[config.mk]
export PLATFORM = sky130hd
export DESIGN_NAME = ease_in_out_curve_q12_unit
export DESIGN_NICKNAME = d
export VERILOG_FILES = /design/src/rtl/core/eioc_pkg.sv /design/src/rtl/core/ease_in_out_curve_q12_unit.sv /design/src/rtl/core/eioc_div.sv
export SDC_FILE = /design/constraint.sdc
export NUM_CORES = 2
export LEC_CHECK = 0
export BUFFER_PORTS_ARGS = -buffer_cell sky130_fd_sc_hd__buf_2
export CAP_MARGIN = 0
export CORE_ASPECT_RATIO = 1.5
export CORE_MARGIN = 2
export CORE_UTILIZATION = 55
export CTS_BUF_LIST = sky130_fd_sc_hd__clkbuf_8 sky130_fd_sc_hd__clkbuf_16
export DETAILED_ROUTE_END_ITERATION = 10
export GPL_ROUTABILITY_DRIVEN = 0
export MAX_ROUTING_LAYER = met4
export PLACE_DENSITY = 0.73
export SLEW_MARGIN = 20
export SYNTH_ARGS = -nofsm -noshare
export SYNTH_HDL_FRONTEND = slang
export SYNTH_SLANG_ARGS = --single-unit
[constraint.sdc]
create_clock -name clk -period 7.6 [get_ports clk]
set_clock_uncertainty 0.2 [all_clocks]
set_input_delay 0.38 -clock clk [delete_from_list [all_inputs] [get_ports clk]]
set_output_delay 0.38 -clock clk [all_outputs]
set_load 0.02 [all_outputs]
[src/rtl/core/eioc_pkg.sv]
// shared constants and types for the ease-in/ease-out curve unit
`timescale 1ns / 1ps
`default_nettype none

package eioc_pkg;

  // q12 fixed point
  localparam int unsigned Q_W    = 13;
  localparam int unsigned FRAC_W = 12;
  localparam logic [Q_W-1:0] Q_ONE = 13'h1000;
  localparam logic [Q_W:0]   Q_TWO = 14'h2000;

  // stream data width, fields padded to whole bytes
  localparam int unsigned TDATA_W = 16;

  // shared divider: 25-bit dividend, 14-bit divisor
  localparam int unsigned DIV_NUM_W = 25;
  localparam int unsigned DIV_DEN_W = 14;
  localparam logic [DIV_NUM_W-1:0] K_NUM = 25'h1000000;

  // configuration register indexes
  localparam logic CFG_EASE_IN  = 1'b0;
  localparam logic CFG_EASE_OUT = 1'b1;

  typedef struct packed {
    logic [DIV_NUM_W-1:0] num;
    logic [DIV_DEN_W-1:0] den;
  } div_req_t;

endpackage

`default_nettype wire

[src/rtl/core/ease_in_out_curve_q12_unit.sv]
// top level: q12 ease-in / linear / ease-out curve, four-stage pipeline
`timescale 1ns / 1ps
`default_nettype none

// channel   dir   handshake                 payload
// s_*       in    s_tvalid / s_tready       s_tdata[12:0] time_in
// m_*       out   m_tvalid / m_tready       m_tdata[12:0] position_out
// cfg_*     in    cfg_we (no wait)          cfg_addr 0 ease_in, 1 ease_out; cfg_wdata
//
// one beat per cycle sustained while m_tready is high and no recompute runs; a result is registered
// through stages A to D (clamp/segment select, first multiply, second multiply, output register)
// each config write starts a recompute of the curve constants on one shared
// serial divider: up to five divides, while s_tready is low
// reset clears the config registers to zero and sets pass (curve is a straight pass-through)
// a stall on m_tready backs up stage by stage; bubbles are squeezed out

module ease_in_out_curve_q12_unit (
  input  wire logic                          clk,
  input  wire logic                          rst,
  // input stream
  input  wire logic                          s_tvalid,
  output logic                               s_tready,
  input  wire logic [eioc_pkg::TDATA_W-1:0]  s_tdata,   // [12:0] time_in, [15:13] zero
  // output stream
  output logic                               m_tvalid,
  input  wire logic                          m_tready,
  output logic [eioc_pkg::TDATA_W-1:0]       m_tdata,   // [12:0] position_out, [15:13] zero
  // config write port
  input  wire logic                          cfg_we,
  input  wire logic                          cfg_addr,
  input  wire logic [eioc_pkg::Q_W-1:0]      cfg_wdata
);
  import eioc_pkg::*;

  // curve segment of one sample
  typedef enum logic [1:0] {
    SEG_PASS = 2'd0,
    SEG_IN   = 2'd1,
    SEG_MID  = 2'd2,
    SEG_OUT  = 2'd3
  } seg_t;

  // constant recompute sequencer
  typedef enum logic [6:0] {
    ST_IDLE      = 7'b0000001,
    ST_LOAD      = 7'b0000010,
    ST_SCALE_IN  = 7'b0000100,
    ST_SCALE_OUT = 7'b0001000,
    ST_K         = 7'b0010000,
    ST_A_IN      = 7'b0100000,
    ST_A_OUT     = 7'b1000000
  } seq_state_t;

  // ---------------------------------------------------------------------------
  // config registers
  // ---------------------------------------------------------------------------
  logic [Q_W-1:0] ease_in;
  logic [Q_W-1:0] ease_out;

  always_ff @(posedge clk) begin
    if (rst) begin
      ease_in  <= '0;
      ease_out <= '0;
    end else if (cfg_we) begin
      unique case (cfg_addr)
        CFG_EASE_IN:  ease_in  <= cfg_wdata;
        CFG_EASE_OUT: ease_out <= cfg_wdata;
        default: ;
      endcase
    end
  end

  // ---------------------------------------------------------------------------
  // derived constants: effective ease lengths, speed k, and the two
  // parabola gains k*4096/in and k*4096/max(out,1)
  // ---------------------------------------------------------------------------
  seq_state_t           state;
  logic                 go;
  div_req_t             div_req;
  logic                 div_done;
  logic                 div_ack;
  logic [DIV_NUM_W-1:0] div_quo;

  logic                 pass;       // ease_in + ease_out is zero
  logic [Q_W-1:0]       ein_eff;
  logic [Q_W-1:0]       eout_eff;
  logic [Q_W-1:0]       k;
  logic [DIV_NUM_W-1:0] a_in;
  logic [DIV_NUM_W-1:0] a_out;

  logic [Q_W:0]         cfg_sum;
  logic [DIV_DEN_W-1:0] eout_den;
  logic [DIV_DEN_W-1:0] k_den_scaled;

  always_comb begin
    cfg_sum      = {1'b0, ease_in} + {1'b0, ease_out};
    eout_den     = (eout_eff == '0) ? DIV_DEN_W'(1) : {1'b0, eout_eff};
    // divisor for k once ease_out has just been rescaled
    k_den_scaled = Q_TWO - {1'b0, ein_eff} - {1'b0, div_quo[Q_W-1:0]};
    // a done pulse next to a fresh start belongs to a divide cut short by a write
    div_ack      = div_done && !go;
  end

  eioc_div u_div (
    .clk   (clk),
    .rst   (rst),
    .start (go),
    .req   (div_req),
    .done  (div_done),
    .quo   (div_quo)
  );

  always_ff @(posedge clk) begin
    if (rst) begin
      state <= ST_IDLE;
      go    <= 1'b0;
      pass  <= 1'b1;
    end else begin
      go <= 1'b0;
      if (cfg_we) begin
        // any write restarts the whole recompute
        state <= ST_LOAD;
      end else begin
        unique case (state)
          ST_IDLE: ;
          ST_LOAD: begin
            if (cfg_sum == '0) begin
              pass  <= 1'b1;
              state <= ST_IDLE;
            end else begin
              pass <= 1'b0;
              go   <= 1'b1;
              if (cfg_sum > {1'b0, Q_ONE}) begin
                // too long: rescale both so the sum fits in one
                div_req <= '{num: {ease_in, FRAC_W'(0)}, den: cfg_sum};
                state   <= ST_SCALE_IN;
              end else begin
                ein_eff  <= ease_in;
                eout_eff <= ease_out;
                div_req  <= '{num: K_NUM, den: Q_TWO - cfg_sum};
                state    <= ST_K;
              end
            end
          end
          ST_SCALE_IN: begin
            if (div_ack) begin
              ein_eff <= div_quo[Q_W-1:0];
              div_req <= '{num: {ease_out, FRAC_W'(0)}, den: cfg_sum};
              go      <= 1'b1;
              state   <= ST_SCALE_OUT;
            end
          end
          ST_SCALE_OUT: begin
            if (div_ack) begin
              eout_eff <= div_quo[Q_W-1:0];
              div_req  <= '{num: K_NUM, den: k_den_scaled};
              go       <= 1'b1;
              state    <= ST_K;
            end
          end
          ST_K: begin
            if (div_ack) begin
              k  <= div_quo[Q_W-1:0];
              go <= 1'b1;
              if (ein_eff != '0) begin
                div_req <= '{num: {div_quo[Q_W-1:0], FRAC_W'(0)}, den: {1'b0, ein_eff}};
                state   <= ST_A_IN;
              end else begin
                // no ease-in part, its gain is never used
                div_req <= '{num: {div_quo[Q_W-1:0], FRAC_W'(0)}, den: eout_den};
                state   <= ST_A_OUT;
              end
            end
          end
          ST_A_IN: begin
            if (div_ack) begin
              a_in    <= div_quo;
              div_req <= '{num: {k, FRAC_W'(0)}, den: eout_den};
              go      <= 1'b1;
              state   <= ST_A_OUT;
            end
          end
          ST_A_OUT: begin
            if (div_ack) begin
              a_out <= div_quo;
              state <= ST_IDLE;
            end
          end
          default: state <= ST_IDLE;
        endcase
      end
    end
  end

  // ---------------------------------------------------------------------------
  // sample pipeline: A select, B first multiply, C second multiply, D output
  // ---------------------------------------------------------------------------
  logic va, vb, vc;
  logic en_a, en_b, en_c, en_d;

  always_comb begin
    en_d = !m_tvalid || m_tready;
    en_c = !vc || en_d;
    en_b = !vb || en_c;
    en_a = !va || en_b;
  end

  assign s_tready = en_a && (state == ST_IDLE);

  // stage A: clamp, pick segment and multiplier operands
  logic [Q_W-1:0]       t_in;
  seg_t                 seg_sel;
  logic [Q_W:0]         x_sel;
  logic [DIV_NUM_W-1:0] gain_sel;

  always_comb begin
    t_in     = (s_tdata[Q_W-1:0] > Q_ONE) ? Q_ONE : s_tdata[Q_W-1:0];
    if (pass) begin
      seg_sel = SEG_PASS;
    end else if (t_in < ein_eff) begin
      seg_sel = SEG_IN;
    end else if ({1'b0, t_in} < ({1'b0, Q_ONE} - {1'b0, eout_eff})) begin
      seg_sel = SEG_MID;
    end else begin
      seg_sel = SEG_OUT;
    end
    case (seg_sel)
      SEG_IN: begin
        x_sel    = {1'b0, t_in};
        gain_sel = a_in;
      end
      SEG_MID: begin
        // 2t - in, the linear part
        x_sel    = {t_in, 1'b0} - {1'b0, ein_eff};
        gain_sel = {(DIV_NUM_W - Q_W)'(0), k};
      end
      SEG_OUT: begin
        // time left to the end
        x_sel    = {1'b0, Q_ONE - t_in};
        gain_sel = a_out;
      end
      default: begin
        x_sel    = '0;
        gain_sel = '0;
      end
    endcase
  end

  seg_t                 seg_a;
  logic [Q_W-1:0]       t_a;
  logic [Q_W:0]         x_a;
  logic [DIV_NUM_W-1:0] gain_a;

  always_ff @(posedge clk) begin
    if (rst) begin
      va <= 1'b0;
    end else if (en_a) begin
      va <= s_tvalid && s_tready;
    end
  end

  always_ff @(posedge clk) begin
    if (en_a) begin
      seg_a  <= seg_sel;
      t_a    <= t_in;
      x_a    <= x_sel;
      gain_a <= gain_sel;
    end
  end

  // stage B: gain * x, dropped by 12 bits, clipped to 13 bits
  localparam int unsigned P1_W = DIV_NUM_W + Q_W + 1;

  logic [P1_W-1:0] p1;
  logic [Q_W-1:0]  v1_next;

  always_comb begin
    p1      = P1_W'(gain_a) * P1_W'(x_a);
    v1_next = (|p1[P1_W-1:FRAC_W+Q_W]) ? '1 : p1[FRAC_W+Q_W-1:FRAC_W];
  end

  seg_t           seg_b;
  logic [Q_W-1:0] t_b;
  logic [Q_W-1:0] x_b;
  logic [Q_W-1:0] v1;

  always_ff @(posedge clk) begin
    if (rst) begin
      vb <= 1'b0;
    end else if (en_b) begin
      vb <= va;
    end
  end

  always_ff @(posedge clk) begin
    if (en_b) begin
      seg_b <= seg_a;
      t_b   <= t_a;
      x_b   <= x_a[Q_W-1:0];
      v1    <= v1_next;
    end
  end

  // stage C: second multiply of the parabola parts
  localparam int unsigned P2_W = FRAC_W + Q_W;

  logic [P2_W-1:0] p2;

  always_comb begin
    p2 = P2_W'(v1) * P2_W'(x_b);
  end

  seg_t           seg_c;
  logic [Q_W-1:0] t_c;
  logic [Q_W-1:0] v1_c;
  logic [Q_W-1:0] c_c;

  always_ff @(posedge clk) begin
    if (rst) begin
      vc <= 1'b0;
    end else if (en_c) begin
      vc <= vb;
    end
  end

  always_ff @(posedge clk) begin
    if (en_c) begin
      seg_c <= seg_b;
      t_c   <= t_b;
      v1_c  <= v1;
      c_c   <= p2[P2_W-1:FRAC_W];
    end
  end

  // stage D: finish the segment and saturate into 0..one
  logic [Q_W-1:0] pos_next;
  logic [Q_W-1:0] pos;

  always_comb begin
    case (seg_c)
      SEG_IN:  pos_next = (c_c > Q_ONE) ? Q_ONE : c_c;
      SEG_MID: pos_next = (v1_c > Q_ONE) ? Q_ONE : v1_c;
      SEG_OUT: pos_next = (c_c > Q_ONE) ? '0 : Q_ONE - c_c;
      default: pos_next = t_c;
    endcase
  end

  always_ff @(posedge clk) begin
    if (rst) begin
      m_tvalid <= 1'b0;
    end else if (en_d) begin
      m_tvalid <= vc;
    end
  end

  always_ff @(posedge clk) begin
    if (en_d) begin
      pos <= pos_next;
    end
  end

  assign m_tdata = {(TDATA_W - Q_W)'(0), pos};

endmodule

`default_nettype wire

[src/rtl/core/eioc_div.sv]
// restoring divider, one quotient bit per cycle
`timescale 1ns / 1ps
`default_nettype none

module eioc_div (
  input  wire logic                           clk,
  input  wire logic                           rst,
  input  wire logic                           start,
  input  wire eioc_pkg::div_req_t             req,
  output logic                                done,
  output logic [eioc_pkg::DIV_NUM_W-1:0]      quo
);
  import eioc_pkg::*;

  localparam int unsigned CNT_W = $clog2(DIV_NUM_W);

  logic [DIV_DEN_W-1:0] rem;
  logic [DIV_DEN_W-1:0] den;
  logic [DIV_NUM_W-1:0] q;
  logic [CNT_W-1:0]     cnt;
  logic                 busy;

  logic [DIV_DEN_W:0]   trial;
  logic [DIV_DEN_W:0]   diff;
  logic                 ge;

  always_comb begin
    trial = {rem, q[DIV_NUM_W-1]};
    diff  = trial - {1'b0, den};
    ge    = trial >= {1'b0, den};
  end

  always_ff @(posedge clk) begin
    if (rst) begin
      busy <= 1'b0;
      done <= 1'b0;
      cnt  <= '0;
    end else begin
      done <= 1'b0;
      if (start) begin
        busy <= 1'b1;
        cnt  <= '0;
        rem  <= '0;
        den  <= req.den;
        q    <= req.num;
      end else if (busy) begin
        rem <= ge ? diff[DIV_DEN_W-1:0] : trial[DIV_DEN_W-1:0];
        q   <= {q[DIV_NUM_W-2:0], ge};
        cnt <= cnt + 1'b1;
        if (cnt == CNT_W'(DIV_NUM_W - 1)) begin
          busy <= 1'b0;
          done <= 1'b1;
        end
      end
    end
  end

  assign quo = q;

endmodule

`default_nettype wire

After elaboration in Yosys (flattened, before gate mapping) --
Cells that the tools add are included.
Storage, ports and cells: bits of input ports 35, logic and storage cells 172, output and inout bits 18, register bits 376
Cells by class: $add $sub $neg 10, bitwise gates (word level) 5, multiplexer cells 48, multipliers 2, equal/unequal tests 27, reductions and logical operators 37, $lt $le $gt $ge 7
Operators by type and width (number):
- $mux 39 | 6
- $pmux 39 s5 | 1
- $mux 13 | 11
- $pmux 25 s3 | 1
- $pmux 13 s2 | 2
- $mux 25 | 2
- $pmux 7 s7 | 1
- $mux 7 | 6
- $pmux 14 s3 | 1
- $gt 13x13->1 const B | 3
- $mul 25x14->39 | 1
- $pmux 13 s3 | 1
- $mux 14 | 2
- $sub 14x13->14 | 2
- $sub 13x13->13 const A | 2
- $mul 13x13->25 | 1
- $reduce_and 6->1 | 4
- $ne 2x2->1 const B | 8
- $ge 15x14->1 | 1
- $ne 3x3->1 const B | 5
- $add 13x13->14 | 1
- $gt 14x13->1 const B | 1
- $logic_not 14->1 | 1
- $lt 13x14->1 | 1
- 35 further kinds | 71

Depth between registers and ports, before layout --
depth in word-level cells 8, depth in mapped cells 26, mapped depth without buffers 23

Hierarchy --
A second synthesis with hierarchy kept.
Unflattened totals: cell total of the unflattened synthesis 3400, area total of the unflattened synthesis 34346.7 um^2
Modules (own cells, without submodules):
- ease_in_out_curve_q12_unit | sequential area each 8738.4 um^2, area each 31076.1 um^2, cells each 3129, times used 1
- eioc_div | sequential area each 1731.7 um^2, area each 3270.6 um^2, cells each 271, times used 1

Worst setup path after synthesis --
Ideal clock, no wire load.
path kind flip-flop to flip-flop, start point register x_a[2], end point register v1[11], data pin, stages on the path, launching flop included 25, required time 7.147 ns, library setup time 0.253 ns, path slack 0.896 ns, buffers on the path 3, data arrival time 6.250 ns, period minus slack after synthesis 6.704 ns, cell sequence edfxtp_1 -> clkbuf_1 -> and2_1 -> fa_1 -> inv_1 -> fa_1 -> inv_1 -> fa_1 -> fa_1 -> fa_1 -> inv_1 -> fa_1 -> inv_1 -> ha_1 -> clkbuf_1 -> nand2_1 -> nor2_1 -> nand3_1 -> a21oi_2 -> o2111ai_1 -> o311ai_0 -> mux2_2 -> nor4_4 -> buf_6 -> nand2_1
Between the ends: cells in the longest elaborated chain, start to end 2
Ends and longest elaborated chain:
- start: declaration | RTL line ease_in_out_curve_q12_unit.sv:251 | logic [Q_W:0] x_a;
- start signal: assignment | RTL line ease_in_out_curve_q12_unit.sv:266 | x_a <= x_sel;
- $mul 25x14->39 (*) | RTL line ease_in_out_curve_q12_unit.sv:278 | p1 = P1_W'(gain_a) * P1_W'(x_a);
- $reduce_or 14->1 | RTL line ease_in_out_curve_q12_unit.sv:279 | v1_next = (|p1[P1_W-1:FRAC_W+Q_W]) ? '1 : p1[FRAC_W+Q_W-1:FRAC_W];
- end signal: assignment | RTL line ease_in_out_curve_q12_unit.sv:300 | v1 <= v1_next;
- end: declaration | RTL line ease_in_out_curve_q12_unit.sv:285 | logic [Q_W-1:0] v1;
Every way passes the cells marked *; elsewhere a longest branch is shown, timed or not. A chain may end at the register's enable or synchronous reset.

Worst setup path after layout --
start point register gain_a[11], end point register v1[7], data pin
Between the ends: cells in the longest elaborated chain, start to end 2
Ends and longest elaborated chain:
- start: declaration | RTL line ease_in_out_curve_q12_unit.sv:252 | logic [DIV_NUM_W-1:0] gain_a;
- start signal: assignment | RTL line ease_in_out_curve_q12_unit.sv:267 | gain_a <= gain_sel;
- $mul 25x14->39 (*) | RTL line ease_in_out_curve_q12_unit.sv:278
- $reduce_or 14->1 | RTL line ease_in_out_curve_q12_unit.sv:279
Marked as above.

==> metrics <==
Critical Path RT=between 7 and 8 ns; initial antenna violation count=1; Util after Layout=between 60% and 70%; Synth area leaders=edfxtp_1 (28%), fa_1 (23%), ha_1 (9.4%), inv_1 (5.2%), and2_1 (5.0%); max cap viols=0; area grow syn2layout=8.685%; Post-synth EDFFs=~320; Worst VDD drop=0.0002041 V; cell count after synthesis=approximately 3400; CTS Sinks=about 360; Internal Pwr Total=roughly 0.0034 W; FMAX=between 0.1 and 0.15 GHz; synth unique cells=94; Mapped Area=approximately 34000 sq um; layout filler cell count=5164; clk slew on worst S/H paths=about 0.060 ns; Starting Density=a little under three fifths; DP HPWL=slightly below 70 mm; post-synth top area cell=edfxtp_1; CP Depth=19; Bufs on Longest Clock Path=3; Placed Area=around 36000 sq um; CTS buffer count=37; initial DRC count=1845; run status=finished clean; Synth warnings=0; fin crit share=a little over nine tenths; final setup violation count=0; Final ANT Viol Nets=0; TritonCTS clock tree=yes; DR pass1 iterations=6; layout cells sized above 1=about 7.2%; clk root buf=clkbuf_16; Data arrival, critical path=~7.4 ns; most frequent cells after synthesis=inv_1 (479), nand2_1 (444), fa_1 (395); chip width=~210 microns; pre-CTS setup slack=~0.20 ns; gr ovfl total=0; sequential fraction of the synthesis area=between 30% and 40%; sw frac=between 20% and 30%; critical path type=flip-flop to flip-flop; Worst Path Max Fanout=14; switching power total=between 0.001 and 0.0015 W; cell row count=approximately 110; nature of the critical path endpoint=flip-flop; worst path cell trace=nand2_1 -> fa_1 -> inv_1 -> fa_1 -> fa_1 -> fa_1 -> fa_1 -> fa_1 -> ha_1 -> nand2_1 -> nor3b_1 -> nand3_1 -> a21oi_2 -> o2111ai_1 -> o311ai_0 -> mux2_2 -> nor4_4 -> buf_4 -> nand2_1; max-slew violations=0; ys async rst share=0%; total number of vias=around 25000; Synth Flop Type=edfxtp_1; Hold Violations, Final=0; post-synthesis average cell area=9.994 sq um; min Tclk post-route=around 7.3 ns; Gate power share=under 10%; Tot GR Track Use=27.97%; largest net degree at the start of global routing=45; LEAKAGE=~17 nW; Final #Nets=approximately 4200; IO buf count=46; vias in the first global route=approximately 26000; Clk network pwr share=approximately two fifths; first-pass GRT wire length=approximately 140 mm; PwrDens=121.8 nW/um^2; crit-path max cell delay=~0.8 ns; highest-delay cell along the critical path=edfxtp_1; startpoint type of the worst setup path=flip-flop; final instance area=~37000 sq um; post-synth top area share=27.71%; Reg power frac=roughly 50%; DRT Wirelength=a little under 90 mm; worst path bufs/invs=2; # IOs=53; Worst Setup Slack, final=0.2568 ns; DR vias/cell=5.860; die area=between 60000 and 70000 sq um; Floorplan Core Area=62080 sq um; #FFs+latches synth=between 300 and 400; H-tree Lvls=2; worst hold path depth=1; worst-margin pin slew=about 1.0 ns; Max transition margin=a little under a third; worst-skew pair later-pin latency=0.56 ns; Top delay family on crit path=adder cells; most numerous cell in the Yosys netlist=inv_1; Reg2Reg Depth=19; reg2reg setup slack=about 0.26 ns; routed len/inst=between 20 and 25 microns; Die H=310.6 microns; Hold Crit Class=primary input to flip-flop; hold slack=0.07090 ns; DRC violation count after routing=0; crit-path most repeated cell=fa_1; Fin Setup TNS=0 ns
-- final cells by class --
class                      instances  area, sq um  share of cell area [%]
clock buffer                      39        953.4                   2.546
clock inverter                    27        241.5                  0.6448
sequential                       364        10470                   27.96
timing repair buffer             158         1349                   3.601
antenna                            1        2.502                0.006682
tap                              798        998.5                   2.666
inverter                         479         1798                   4.801
multi-input combinational       2456        21640                   57.78
-- power groups by stage --
stage                     Clock (W)  Combinational (W)  Sequential, W
after floorplan                   0           0.000287        0.00229
after global placement            0           0.000400        0.00233
after detailed placement          0           0.000409        0.00233
after CTS                   0.00186           0.000417        0.00229
after global routing        0.00192           0.000477        0.00229
final                       0.00183           0.000446        0.00228
-- metal layers --
layer / vias to the layer above / GRT usage (%) / routed length (microns)
met5: - / - / 0
met4: 0 / 17.82 / 6258
met3: 325 / 2.739 / 3480
met2: 809 / 51.13 / 46720
met1: 12650 / 28.45 / 30130
li1: 11550 / - / -
-- cell usage in the layout (no fill, tap or decap), types with 14 or more instances in the layout --
| cell | instances |
|---|---|
| a211oi_1 | 39 |
| a21o_1 | 31 |
| a21oi_1 | 116 |
| a221o_1 | 16 |
| a22o_1 | 15 |
| and2_1 | 275 |
| and3_1 | 14 |
| buf_12 | 16 |
| buf_2 | 46 |
| buf_4 | 79 |
| clkbuf_16 | 37 |
| dfxtp_1 | 46 |
| dlygate4sd3_1 | 15 |
| edfxtp_1 | 318 |
| fa_1 | 395 |
| ha_1 | 259 |
| inv_1 | 483 |
| mux2_2 | 14 |
| mux2i_1 | 33 |
| nand2_1 | 442 |
| nand2b_1 | 21 |
| nand3_1 | 26 |
| nand4_1 | 17 |
| nor2_1 | 179 |
| nor2b_1 | 28 |
| nor3_1 | 49 |
| nor4_1 | 15 |
| o21ai_0 | 123 |
| o21bai_1 | 15 |
| or3_1 | 16 |
| xnor2_1 | 54 |
| xor2_1 | 56 |
-- logic make-up after synthesis --
logic type | after synthesis | share of synthesized area, %
AND/OR/NAND/NOR | 1139 | 16.26
adder cells (fa/ha/maj) | 654 | 32.35
buffers and inverters | 630 | 6.975
AO/OA/AOI/OAI | 503 | 9.800
flip-flops | 364 | 30.38
XOR/XNOR | 110 | 2.796
multiplexers | 47 | 1.416
other | 1 | 0.01088
-- per-stage QoR --
stage | instances | total power [W]
global route | 4322 | 0.004689
finish | 4322 | 0.004562
global placement | 4205 | 0.002733
CTS | 4288 | 0.004570
detailed placement | 4207 | 0.002743
floorplan | 3450 | 0.002575
-- sequential cells by signal, summed over array words and instances, names as in the netlist, 5 cells and up --
register and flops:
a_in 25, a_out 25, c_c 13, div_req 27, ease_in 13, ease_out 13, ein_eff 13, eout_eff 13
gain_a 25, k 13, pos 13, state 7, t_a 13, t_b 13, t_c 13, u_div.cnt 5
u_div.den 14, u_div.quo 25, u_div.rem 14, v1 13, v1_c 13, x_a 14, x_b 13
-- path summary, 6_finish.rpt --
kind	start	to
worst max-delay path	gain_a[11]$_DFFE_PP_	v1[7]$_SDFFCE_PP1P_
worst max register to register	gain_a[11]$_DFFE_PP_	v1[7]$_SDFFCE_PP1P_
worst min register to register	div_req[1]$_DFFE_PP_	u_div.den[1]$_DFFE_PP_
worst min-delay path	s_tdata[12]	t_a[12]$_DFFE_PP_
-- timing repair --
item                       4_1_cts  5_1_grt
hold endpoints to repair        28        0
buffers inserted                 0       33
resized for setup                0        1
hold buffers                    15        0
setup endpoints to repair        0       13
No activity file was read; power rests on OpenSTA's default activity.
